[src/hw/rtl/rpn_pkg.sv]
`timescale 1ns / 1ps
package rpn_pkg;

  localparam int DATA_W = 32;
  localparam int NUM_W  = 31;
  localparam int REQ_W  = 2;
  localparam int OP_W   = 2;
  localparam int ST_W   = 3;

  // token kinds
  typedef enum logic [REQ_W-1:0] {
    REQ_PUSH    = 2'd0,
    REQ_OP      = 2'd1,
    REQ_END     = 2'd2,
    REQ_INVALID = 2'd3
  } req_e_t;

  // operators
  typedef enum logic [OP_W-1:0] {
    OP_ADD = 2'd0,
    OP_SUB = 2'd1,
    OP_MUL = 2'd2,
    OP_DIV = 2'd3
  } op_e_t;

  // result status codes
  typedef enum logic [ST_W-1:0] {
    ST_OK       = 3'd0,
    ST_FEW      = 3'd1,
    ST_INVALID  = 3'd2,
    ST_COUNT    = 3'd3,
    ST_OVERFLOW = 3'd4,
    ST_DIVZERO  = 3'd5
  } status_e_t;

  // controller states
  typedef enum logic [2:0] {
    S_IDLE,
    S_READ,
    S_DIV,
    S_EMIT
  } state_e_t;

endpackage

[src/hw/rtl/rpn_in_if.sv]
`timescale 1ns / 1ps
interface rpn_in_if;
  logic                          valid;
  logic                          ready;
  logic [rpn_pkg::REQ_W-1:0]     req_type;
  logic [rpn_pkg::NUM_W-1:0]     number_value;
  logic [rpn_pkg::OP_W-1:0]      op_code;

  modport source (output valid, output req_type, output number_value, output op_code,
                  input ready);
  modport sink (input valid, input req_type, input number_value, input op_code,
                output ready);
endinterface

[src/hw/rtl/rpn_out_if.sv]
`timescale 1ns / 1ps
interface rpn_out_if;
  logic                               valid;
  logic                               ready;
  logic signed [rpn_pkg::DATA_W-1:0]  value;
  logic [rpn_pkg::ST_W-1:0]           status;

  modport source (output valid, output value, output status, input ready);
  modport sink (input valid, input value, input status, output ready);
endinterface

[src/hw/rtl/rpn_stack_mem.sv]
`timescale 1ns / 1ps
module rpn_stack_mem #(
  parameter int DEPTH = 16,
  parameter int AW    = 4
) (
  input  logic                       clk,
  input  logic                       wr_en,
  input  logic [AW-1:0]              wr_addr,
  input  logic [rpn_pkg::DATA_W-1:0] wr_data,
  input  logic                       rd_en,
  input  logic [AW-1:0]              rd_addr,
  output logic [rpn_pkg::DATA_W-1:0] rd_data
);

  logic [rpn_pkg::DATA_W-1:0] mem [DEPTH];
  logic [rpn_pkg::DATA_W-1:0] rd_data_r;

  // write port
  always_ff @(posedge clk) begin
    if (wr_en) begin
      mem[wr_addr] <= wr_data;
    end
  end

  // registered read port
  always_ff @(posedge clk) begin
    if (rd_en) begin
      rd_data_r <= mem[rd_addr];
    end
  end

  assign rd_data = rd_data_r;

endmodule

[src/hw/rtl/rpn_div.sv]
`timescale 1ns / 1ps
module rpn_div (
  input  logic                       clk,
  input  logic                       rst_n,
  input  logic                       start,
  input  logic [rpn_pkg::DATA_W-1:0] dividend,
  input  logic [rpn_pkg::DATA_W-1:0] divisor,
  output logic                       done,
  output logic [rpn_pkg::DATA_W-1:0] quotient
);

  localparam int DW = rpn_pkg::DATA_W;
  localparam int CW = $clog2(DW);

  logic          busy_r, busy_nxt;
  logic          done_r, done_nxt;
  logic [CW-1:0] cnt_r, cnt_nxt;
  logic [DW:0]   rem_r, rem_nxt;
  logic [DW-1:0] quo_r, quo_nxt;
  logic [DW-1:0] dvs_r, dvs_nxt;
  logic          neg_r, neg_nxt;
  logic [DW:0]   rem_sh;
  logic [DW:0]   diff;

  // one restoring step per cycle on the magnitudes
  always_comb begin
    busy_nxt = busy_r;
    done_nxt = 1'b0;
    cnt_nxt  = cnt_r;
    rem_nxt  = rem_r;
    quo_nxt  = quo_r;
    dvs_nxt  = dvs_r;
    neg_nxt  = neg_r;
    rem_sh   = {rem_r[DW-1:0], quo_r[DW-1]};
    diff     = rem_sh - {1'b0, dvs_r};
    if (start) begin
      busy_nxt = 1'b1;
      cnt_nxt  = '0;
      rem_nxt  = '0;
      quo_nxt  = dividend[DW-1] ? (DW'(0) - dividend) : dividend;
      dvs_nxt  = divisor[DW-1] ? (DW'(0) - divisor) : divisor;
      neg_nxt  = dividend[DW-1] ^ divisor[DW-1];
    end else if (busy_r) begin
      if (!diff[DW]) begin
        rem_nxt = diff;
        quo_nxt = {quo_r[DW-2:0], 1'b1};
      end else begin
        rem_nxt = rem_sh;
        quo_nxt = {quo_r[DW-2:0], 1'b0};
      end
      cnt_nxt = cnt_r + CW'(1);
      if (cnt_r == CW'(DW - 1)) begin
        busy_nxt = 1'b0;
        done_nxt = 1'b1;
      end
    end
  end

  // control registers
  always_ff @(posedge clk) begin
    if (!rst_n) begin
      busy_r <= 1'b0;
      done_r <= 1'b0;
      cnt_r  <= '0;
    end else begin
      busy_r <= busy_nxt;
      done_r <= done_nxt;
      cnt_r  <= cnt_nxt;
    end
  end

  // datapath registers
  always_ff @(posedge clk) begin
    rem_r <= rem_nxt;
    quo_r <= quo_nxt;
    dvs_r <= dvs_nxt;
    neg_r <= neg_nxt;
  end

  // sign fix-up, most negative over minus one wraps by itself
  assign done     = done_r;
  assign quotient = neg_r ? (DW'(0) - quo_r) : quo_r;

endmodule

[src/hw/rtl/rpn_stack_evaluator_top.sv]
`timescale 1ns / 1ps
// push loads top_r; add, subtract and multiply read the stack memory, then apply the op
// divide reads the stack memory, then waits in S_DIV on the one-bit-per-cycle iterative divider
// a token that gives a result waits in S_EMIT while the output register is still held
// one token at a time; a push can be taken every cycle unless it overflows the stack
// reset: synchronous active-low rst_n clears the count, error flag, fsm and output valid;
// stack memory contents are not cleared
module rpn_stack_evaluator_top #(
  parameter int STACK_DEPTH = 16
) (
  input  logic              clk,
  input  logic              rst_n,
  rpn_in_if.sink            in_ch,
  rpn_out_if.source         out_ch
);

  localparam int DW = rpn_pkg::DATA_W;
  localparam int AW = (STACK_DEPTH > 2) ? $clog2(STACK_DEPTH) : 1;
  localparam int CW = $clog2(STACK_DEPTH + 1);

  rpn_pkg::state_e_t  state_r, state_nxt;
  logic [CW-1:0]      count_r, count_nxt;
  logic               disc_r, disc_nxt;
  logic [DW-1:0]      top_r, top_nxt;
  rpn_pkg::op_e_t     op_r, op_nxt;
  logic [DW-1:0]      res_val_r, res_val_nxt;
  rpn_pkg::status_e_t res_st_r, res_st_nxt;
  logic               out_valid_r, out_valid_nxt;
  logic [DW-1:0]      out_val_r, out_val_nxt;
  rpn_pkg::status_e_t out_st_r, out_st_nxt;

  logic               accept;
  logic               wr_en;
  logic [AW-1:0]      wr_addr;
  logic               rd_en;
  logic [AW-1:0]      rd_addr;
  logic [DW-1:0]      rd_data;
  logic [CW-1:0]      cnt_m1;
  logic [CW-1:0]      cnt_m2;
  logic [DW-1:0]      quotient;
  logic               div_start;
  logic               div_done;
  rpn_pkg::req_e_t    req;

  assign req         = rpn_pkg::req_e_t'(in_ch.req_type);
  assign in_ch.ready = (state_r == rpn_pkg::S_IDLE);
  assign accept      = in_ch.valid && in_ch.ready;
  assign cnt_m1      = count_r - CW'(1);
  assign cnt_m2      = count_r - CW'(2);

  rpn_stack_mem #(
    .DEPTH (STACK_DEPTH),
    .AW    (AW)
  ) u_mem (
    .clk     (clk),
    .wr_en   (wr_en),
    .wr_addr (wr_addr),
    .wr_data (top_r),
    .rd_en   (rd_en),
    .rd_addr (rd_addr),
    .rd_data (rd_data)
  );

  rpn_div u_div (
    .clk      (clk),
    .rst_n    (rst_n),
    .start    (div_start),
    .dividend (rd_data),
    .divisor  (top_r),
    .done     (div_done),
    .quotient (quotient)
  );

  // top of stack lives in top_r, entries below it in the memory
  always_comb begin
    state_nxt     = state_r;
    count_nxt     = count_r;
    disc_nxt      = disc_r;
    top_nxt       = top_r;
    op_nxt        = op_r;
    res_val_nxt   = res_val_r;
    res_st_nxt    = res_st_r;
    out_valid_nxt = out_valid_r && !out_ch.ready;
    out_val_nxt   = out_val_r;
    out_st_nxt    = out_st_r;
    wr_en         = 1'b0;
    wr_addr       = cnt_m1[AW-1:0];
    rd_en         = 1'b0;
    rd_addr       = cnt_m2[AW-1:0];
    div_start     = 1'b0;

    unique case (state_r)
      rpn_pkg::S_IDLE: begin
        if (accept) begin
          if (req == rpn_pkg::REQ_END) begin
            count_nxt = '0;
            disc_nxt  = 1'b0;
            if (!disc_r) begin
              state_nxt = rpn_pkg::S_EMIT;
              if (count_r == CW'(1)) begin
                res_val_nxt = top_r;
                res_st_nxt  = rpn_pkg::ST_OK;
              end else begin
                res_val_nxt = '0;
                res_st_nxt  = rpn_pkg::ST_COUNT;
              end
            end
          end else if (!disc_r) begin
            unique case (req)
              rpn_pkg::REQ_PUSH: begin
                if (count_r == CW'(STACK_DEPTH)) begin
                  disc_nxt    = 1'b1;
                  res_val_nxt = '0;
                  res_st_nxt  = rpn_pkg::ST_OVERFLOW;
                  state_nxt   = rpn_pkg::S_EMIT;
                end else begin
                  wr_en     = (count_r != '0);
                  top_nxt   = {1'b0, in_ch.number_value};
                  count_nxt = count_r + CW'(1);
                end
              end
              rpn_pkg::REQ_OP: begin
                if (count_r < CW'(2)) begin
                  disc_nxt    = 1'b1;
                  res_val_nxt = '0;
                  res_st_nxt  = rpn_pkg::ST_FEW;
                  state_nxt   = rpn_pkg::S_EMIT;
                end else if (rpn_pkg::op_e_t'(in_ch.op_code) == rpn_pkg::OP_DIV &&
                             top_r == '0) begin
                  disc_nxt    = 1'b1;
                  res_val_nxt = '0;
                  res_st_nxt  = rpn_pkg::ST_DIVZERO;
                  state_nxt   = rpn_pkg::S_EMIT;
                end else begin
                  rd_en     = 1'b1;
                  op_nxt    = rpn_pkg::op_e_t'(in_ch.op_code);
                  state_nxt = rpn_pkg::S_READ;
                end
              end
              default: begin
                disc_nxt    = 1'b1;
                res_val_nxt = '0;
                res_st_nxt  = rpn_pkg::ST_INVALID;
                state_nxt   = rpn_pkg::S_EMIT;
              end
            endcase
          end
        end
      end

      // left operand from memory, right operand in top_r
      rpn_pkg::S_READ: begin
        unique case (op_r)
          rpn_pkg::OP_ADD: top_nxt = rd_data + top_r;
          rpn_pkg::OP_SUB: top_nxt = rd_data - top_r;
          rpn_pkg::OP_MUL: top_nxt = DW'(rd_data * top_r);
          rpn_pkg::OP_DIV: top_nxt = top_r;
          default:         top_nxt = top_r;
        endcase
        if (op_r == rpn_pkg::OP_DIV) begin
          div_start = 1'b1;
          state_nxt = rpn_pkg::S_DIV;
        end else begin
          count_nxt = cnt_m1;
          state_nxt = rpn_pkg::S_IDLE;
        end
      end

      rpn_pkg::S_DIV: begin
        if (div_done) begin
          top_nxt   = quotient;
          count_nxt = cnt_m1;
          state_nxt = rpn_pkg::S_IDLE;
        end
      end

      // load the output register once it is free
      rpn_pkg::S_EMIT: begin
        if (!out_valid_r || out_ch.ready) begin
          out_valid_nxt = 1'b1;
          out_val_nxt   = res_val_r;
          out_st_nxt    = res_st_r;
          state_nxt     = rpn_pkg::S_IDLE;
        end
      end

      default: state_nxt = rpn_pkg::S_IDLE;
    endcase
  end

  // control registers
  always_ff @(posedge clk) begin
    if (!rst_n) begin
      state_r     <= rpn_pkg::S_IDLE;
      count_r     <= '0;
      disc_r      <= 1'b0;
      out_valid_r <= 1'b0;
    end else begin
      state_r     <= state_nxt;
      count_r     <= count_nxt;
      disc_r      <= disc_nxt;
      out_valid_r <= out_valid_nxt;
    end
  end

  // payload registers
  always_ff @(posedge clk) begin
    top_r     <= top_nxt;
    op_r      <= op_nxt;
    res_val_r <= res_val_nxt;
    res_st_r  <= res_st_nxt;
    out_val_r <= out_val_nxt;
    out_st_r  <= out_st_nxt;
  end

  // result channel
  assign out_ch.valid  = out_valid_r;
  assign out_ch.value  = out_val_r;
  assign out_ch.status = out_st_r;

endmodule

[src/flat_wrapper.sv]
// flat-port wrapper written by rule: the top's interface ports become plain ports
module rpn_stack_evaluator_top_flat 
#(
  parameter int STACK_DEPTH = 16
)
  (clk, rst_n, in_ch_valid, in_ch_req_type, in_ch_number_value, in_ch_op_code, in_ch_ready, out_ch_valid, out_ch_value, out_ch_status, out_ch_ready);
  rpn_in_if in_ch_i ();
  rpn_out_if out_ch_i ();
  input  logic clk;
  input  logic rst_n;
  input wire logic [$bits(in_ch_i.valid)-1:0] in_ch_valid;
  input wire logic [$bits(in_ch_i.req_type)-1:0] in_ch_req_type;
  input wire logic [$bits(in_ch_i.number_value)-1:0] in_ch_number_value;
  input wire logic [$bits(in_ch_i.op_code)-1:0] in_ch_op_code;
  output wire logic [$bits(in_ch_i.ready)-1:0] in_ch_ready;
  output wire logic [$bits(out_ch_i.valid)-1:0] out_ch_valid;
  output wire logic [$bits(out_ch_i.value)-1:0] out_ch_value;
  output wire logic [$bits(out_ch_i.status)-1:0] out_ch_status;
  input wire logic [$bits(out_ch_i.ready)-1:0] out_ch_ready;
  assign in_ch_i.valid = in_ch_valid;
  assign in_ch_i.req_type = in_ch_req_type;
  assign in_ch_i.number_value = in_ch_number_value;
  assign in_ch_i.op_code = in_ch_op_code;
  assign in_ch_ready = in_ch_i.ready;
  assign out_ch_valid = out_ch_i.valid;
  assign out_ch_value = out_ch_i.value;
  assign out_ch_status = out_ch_i.status;
  assign out_ch_i.ready = out_ch_ready;
  rpn_stack_evaluator_top #(.STACK_DEPTH(STACK_DEPTH)) u_core (.clk(clk), .rst_n(rst_n), .in_ch(in_ch_i), .out_ch(out_ch_i));
endmodule
[config.mk]
export PLATFORM = sky130hd
export DESIGN_NAME = rpn_stack_evaluator_top_flat
export DESIGN_NICKNAME = d
export VERILOG_FILES = /design/src/hw/rtl/rpn_pkg.sv /design/src/hw/rtl/rpn_in_if.sv /design/src/hw/rtl/rpn_out_if.sv /design/src/hw/rtl/rpn_stack_mem.sv /design/src/hw/rtl/rpn_div.sv /design/src/hw/rtl/rpn_stack_evaluator_top.sv /design/src/flat_wrapper.sv
export SDC_FILE = /design/constraint.sdc
export NUM_CORES = 2
export LEC_CHECK = 0
export ABC_AREA = 1
export BUFFER_PORTS_ARGS = -buffer_cell sky130_fd_sc_hd__buf_4
export CORE_ASPECT_RATIO = 1.5
export CORE_MARGIN = 2
export CORE_UTILIZATION = 40
export CTS_CLUSTER_DIAMETER = 150
export DETAILED_ROUTE_END_ITERATION = 8
export GPL_ROUTABILITY_DRIVEN = 1
export GPL_TIMING_DRIVEN = 0
export SKIP_CTS_REPAIR_TIMING = 1
export SYNTH_ARGS = -nofsm -noshare
export SYNTH_HDL_FRONTEND = slang
export SYNTH_HIERARCHICAL = 1
export SYNTH_SLANG_ARGS = --single-unit
[constraint.sdc]
create_clock -name clk -period 12.6 [get_ports clk]
set_input_delay 1.26 -clock clk [delete_from_list [all_inputs] [get_ports clk]]
set_output_delay 1.26 -clock clk [all_outputs]
set_load 0.05 [all_outputs]
; ---- Word-level counts from Yosys, hierarchy flattened
; Memories as Yosys holds them, arrays and structs flattened. A register that Yosys moved wholly into a read port is not among the register bits.
; Cells that the tools add are included.
[totals]
ff_bits = 218
latchBits = 0
ramBits = 512
romBits = 0
input_bits = 39
output_inout_bits = 37
elab_cells = 166
memories = 1
[memory_table]
columns = memory, words, width, rd, rd_clocked_by_memory_dff, wr, line
row1 = u_core.u_mem.mem, 16, 32, 1, 1, 1, rpn_stack_mem.sv:15  ; logic [rpn_pkg::DATA_W-1:0] mem [DEPTH];
[classes]
n_addsub = 10
mul = 1
div = 0
magnitude_cmp = 1
n_eq_ne = 26
shift = 0
mux = 80
bitwise_logic = 7
n_reduce_logical = 22
[op_table]
columns = op, n
row1 = 2-to-1 mux 32 bit, 18
row2 = one-hot mux 32 bit (3 select lines), 2
row3 = subtractor 1 x 32 -> 32 bit (first input constant), 3
row4 = one-hot mux 32 bit (2 select lines), 1
row5 = 2-to-1 mux 3 bit, 14
row6 = 2-to-1 mux 5 bit, 7
row7 = subtractor 33 x 32 -> 33 bit, 1
row8 = adder 32 bit, 1
row9 = logical NOT 32 bit, 1
row10 = multiplier 32 x 32 -> 32 bit, 1
row11 = subtractor 32 bit, 1
row12 = 2-to-1 mux 31 bit, 1
row13 = 2-to-1 mux 1 bit, 29
row14 = one-hot mux 5 bit (3 select lines), 1
row15 = inequality test 2 bit (second input constant), 7
row16 = AND reduction 7 bit, 2
row17 = one-hot mux 3 bit (2 select lines), 2
row18 = one-hot mux 3 bit (4 select lines), 1
row19 = adder 5 x 1 -> 5 bit (second input constant), 2
row20 = equality test 5 bit (second input constant), 2
row21 = AND reduction 5 bit, 2
row22 = inequality test 3 bit (second input constant), 3
row23 = equality test 2 bit (second input constant), 4
row24 = AND reduction 8 bit, 1
row25 = 26 further kinds, 40

; ---- Longest topological paths before layout
[depth]
ltp_word = 9
ltp_mapped = 35
ltp_nobuf = 33

; ---- By module
; Netlist, hierarchy kept.
[by_module_without_submodules]
columns = module, instances, cells_each, area_per_inst_um2
row1 = rpn_stack_evaluator_top, 1, 3260, 24508.5
row2 = rpn_stack_mem, 1, 2120, 23050.9
row3 = rpn_div, 1, 1468, 9355.2

; ---- Least setup slack after synthesis
; No wires, ideal clock.
[synth_timing]
path_kind = register to register
start = register u_core.top_r[4]
end = register u_core.top_r[29], data pin
setup_ns = 0.261
arrival_time_ns = 6.816
t_required_ns = 12.339
path_slack_ns = 5.524
path_stages_with_launch = 29
n_path_buf = 2
path_cell_list = edfxtp_1 -> buf_1 -> buf_1 -> nand2_1 -> inv_1 -> fa_1 -> inv_1 -> fa_1 -> fa_1 -> fa_1 -> inv_1 -> fa_1 -> inv_1 -> fa_1 -> inv_1 -> fa_1 -> fa_1 -> ha_1 -> nand2_1 -> nor4_1 -> nand3_1 -> nand3_1 -> nand2_1 -> o211ai_1 -> a21oi_1 -> nand2_1 -> nand2_1 -> o21ai_0 -> a21oi_1
[synth_between]
elab_chain_len = 3
elab_cells_between_ends = 5
classes_between = add/sub (2) / mul (1) / mux (2)
[synth_lines]
columns = item, line
row1 = start: declaration, rpn_stack_evaluator_top.sv:24  ; logic [DW-1:0] top_r, top_nxt;
row2 = start signal: assignment, rpn_stack_evaluator_top.sv:208  ; top_r <= top_nxt;
row3 = "multiplier 32 x 32 -> 32 bit, or another cell as far along", rpn_stack_evaluator_top.sv:156  ; rpn_pkg::OP_MUL: top_nxt = DW'(rd_data * top_r);
row4 = one-hot mux 32 bit (3 select lines) *, rpn_stack_evaluator_top.sv:153  ; unique case (op_r)
row5 = one-hot mux 32 bit (3 select lines) *, rpn_stack_evaluator_top.sv:92  ; unique case (state_r)
row6 = named net u_core.top_nxt[29], rpn_stack_evaluator_top.sv:24
; Mark *: on every way through the listed nets, which the timed path passes. The rest lies on a longest branch.
; A chain may end at the register's enable or synchronous reset.

; ---- Worst setup path in the final report
; Same ends and word-level chain as after synthesis.

==> key figures <==
Run status
  • Status: complete, but fails checks
  • Failing checks: max-capacitance violations, max-slew violations

Route
  • Post-DRT Antenna Nets: 0
  • Initial drt markers: 4728
  • Avg Vias per Cell: 5.202
  • DRC viols: 0
  • Average wire per standard cell: 23.50 um
  • Detailed Route WL: around 210 mm
  • Drt first pass iters: 6
  • Via count: ~47k

STA
  • Final Setup Violations: 0
  • Tmin final: 9641 ps
  • Post-route setup TNS: 0 ps
  • Period utilization: between 70% and 80%
  • Final hold vios: 0
  • Max transition margin: -1.560%
  • Pins Over Slew Limit: 52
  • Max Clk Rate: ~100 MHz
  • RSZ-0062 raised after global routing: false
  • Worst-Margin Slew: 1523 ps
  • Clk_skew: 24.87 ps

Setup path
  • RR Endpoint: u_core/top_r[29]
  • Critical path required time: between 10000 and 15000 ps
  • Critical Path Sink Type: flop
  • Max FO, Critical Path: 22
  • CP top delay family: adder cells
  • CP Buf/Inv Count: 5
  • R2R Path Start: u_core/top_r[4]
  • Data arrival time of the worst path: roughly 10000 ps
  • Reg2reg path depth: 26
  • Largest stage delay, worst path: ~1200 ps
  • CP max stage cell: edfxtp_1
  • Startpoint Class: flop
  • Critical path class: reg -> reg
  • Flop-to-flop setup slack: between 2000 and 3000 ps
  • Most common cell on crit path: fa_1

Yosys
  • Syn_nets: 7501
  • Ys async rst share: 0%
  • Top FF cell, synth: edfxtp_1
  • Yosys top cell area share: 37.62%
  • Area leader, netlist: edfxtp_1
  • Sequential area share after synthesis: slightly below 40%
  • Synth unique cells: 64
  • Synthesized instance count: around 6.8k
  • Yosys warning count: 6
  • EDFF count, synth: 713
  • Mapped Area: about 57000 sq um
  • Mean post-synth cell area: about 8.3 sq um
  • FF+latch count, synth: ~760
  • Largest cells by area after synthesis: edfxtp_1, fa_1, nand2_1, inv_1, nand3_1

Clocking
  • Clk buf depth: 3
  • CTS tree: done
  • Worst-path clk slew: approximately 70 ps
  • Skew-Pair Late Insertion Delay: 680 ps
  • Root Driver: clkbuf_16
  • CTS sink count: approximately 760
  • CTS Buf Count: 73
  • H-tree depth: 3

Place
  • Routability cong.: between 0.9 and 1
  • Port buffer count: 75
  • Post-DP HPWL: between 150 and 200 mm

Worst hold path
  • Hold path start: u_core/res_val_r[6]
  • Endpoint, Worst Hold: u_core/out_ch.value[6]
  • Hold depth: 0
  • Worst Hold Class: reg -> reg

GRT
  • Vias in the first global route: 46.10k
  • Largest net degree at the start of global routing: 36
  • Total grt overflow: 0
  • Global Route Usage Sum: 28.83%
  • Initial antenna violation count: 4
  • First-pass GRT wire length: roughly 300 mm

Die
  • Placeable Area: 141300 sq um
  • FP Rows: 169
  • DIE HEIGHT: roughly 470 um
  • I/O pin count: 76
  • Initial core utilization: 40.29%
  • Die area: 145400 sq um
  • Die Wd: ~310 um

Layout
  • Multi-input gate area: approximately 27000 sq um
  • Filler cells: 14.03k
  • Layout cells sized above 1: ~6.3%
  • Area grow syn2layout: 10.73%
  • Reg area: around 22000 sq um
  • Nets: approximately 7.7k

Flow run
  • Total of max-cap violations: 2
[per-stage QoR]
step           cell area (sq um)  instances  util (%)  hold slack (ps)  setup WS, ps
2_1_floorplan              56910       6848         -            400.3          5524
3_3_place_gp               59830       8804     42.36            403.5          3088
3_5_place_dp               60530       8831     42.85            404.5          2954
4_1_cts                    62930       8963     44.56            413.0          2938
5_1_grt                    63020       8966     44.61            422.7          2662
6_report                   63020       8967     44.62            414.3          2959
[cell families (layout without fill, tap and decap cells)]
group,Yosys count,in the layout,share of synthesized area [%]
AOI/OAI and AO/OA,431,431,4.166
xor gates and xnor gates,150,150,2.308
adders and majority gates,614,614,18.91
buffers and inverters,1858,2095,12.98
DFF,761,761,39.31
other,0,1,0
and+or+nand+nor,3034,3034,22.33
[cell usage after synthesis, types with 6 or more instances]
| master | count |
|---|---|
| ha_1 | 204 |
| nand2_1 | 1967 |
| nand2_2 | 28 |
| and2_1 | 6 |
| xnor2_1 | 40 |
| inv_1 | 1566 |
| edfxtp_1 | 713 |
| a211oi_1 | 9 |
| nor4_1 | 11 |
| buf_1 | 39 |
| fa_1 | 410 |
| a21o_1 | 14 |
| clkbuf_1 | 125 |
| nand3_1 | 576 |
| nand4_1 | 32 |
| nor2_1 | 306 |
| nand3b_1 | 11 |
| o21ai_1 | 19 |
| buf_6 | 32 |
| xor2_1 | 110 |
| o21bai_1 | 12 |
| o21ai_0 | 140 |
| buf_4 | 9 |
| a31oi_1 | 11 |
| or2_2 | 7 |
| nand3_2 | 11 |
| inv_2 | 11 |
| dfxtp_1 | 48 |
| nor3_1 | 45 |
| a21oi_1 | 193 |
| buf_2 | 70 |
[layer usage]
metal  vias up  track usage [%]  wire [um]
li1      21360                -          -
met1     22430            31.58      73270
met2      2195            49.16     101400
met3       658            5.021      15990
met4         6            23.36      20060
met5         -                0         45
[flip-flops by register name (all words and copies together), names as in the netlist, 32 cells and up]
register              flops
u_core/out_ch.value      32
u_core/res_val_r         32
u_core/top_r             32
u_core/u_div/dvs_r       32
u_core/u_div/quo_r       32
u_core/u_div/rem_r       32
u_core/u_mem/mem        512
u_core/u_mem/rd_data     32
[final cells by class]
cell class	instances	share of cell area, %
Clock buffer	87	3.064
Timing Repair Buffer	105	1.882
Antenna cell	1	0.003971
Buffer	278	2.307
Sequential cell	761	35.50
Multi-Input combinational cell	4229	43.35
Tap cell	1881	3.735
Clock inverter	45	0.7485
Inverter	1580	9.415
[how the worst max path moves through the flow]
stage	start	cells past startpoint	slack, ps	end
2_1_floorplan	u_core/top_r[4]	28	5520	u_core/top_r[29]
3_3_place_gp	u_core/top_r[4]	26	3090	u_core/top_r[29]
3_5_place_dp	u_core/top_r[6]	26	2950	u_core/top_r[29]
4_1_cts	u_core/top_r[6]	26	2940	u_core/top_r[29]
5_1_grt	u_core/top_r[4]	26	2660	u_core/top_r[29]
6_report	u_core/top_r[4]	26	2960	u_core/top_r[29]
[worst reg2reg max path, stage by stage (launching register included)]
cell      delay, ps
edfxtp_1       1200
buf_1           630
buf_1           650
nand2_1         120
inv_1           100
fa_1            420
inv_1            90
fa_1            440
fa_1            590
fa_1            580
inv_1            50
fa_1            480
fa_1            610
fa_1            500
fa_1            590
ha_1            430
nand2_1         150
nor4_1          430
nand3_1         120
nand3_1         180
nand2_1          80
o211ai_1        180
a21oi_1         150
nand2_1          90
nand2_1          50
o21ai_0         300
a21oi_1         150
[placed cells by master (no fill, tap or decap), types with 28 or more instances in the layout]
cell type,n
fa_1,410
nand3_1,576
nand2_1,1967
ha_1,204
xor2_1,110
edfxtp_1,713
clkbuf_16,74
nand4_1,32
nor2_1,289
a21oi_1,191
inv_1,1566
nor3_1,43
o21ai_0,140
xnor2_1,40
buf_2,70
buf_6,38
dfxtp_1,48
nand2_2,28
buf_1,39
buf_4,84
clkbuf_1,135
Power is not shown: default switching activity piles up to over one toggle a cycle in this logic, so the estimate is an artifact.
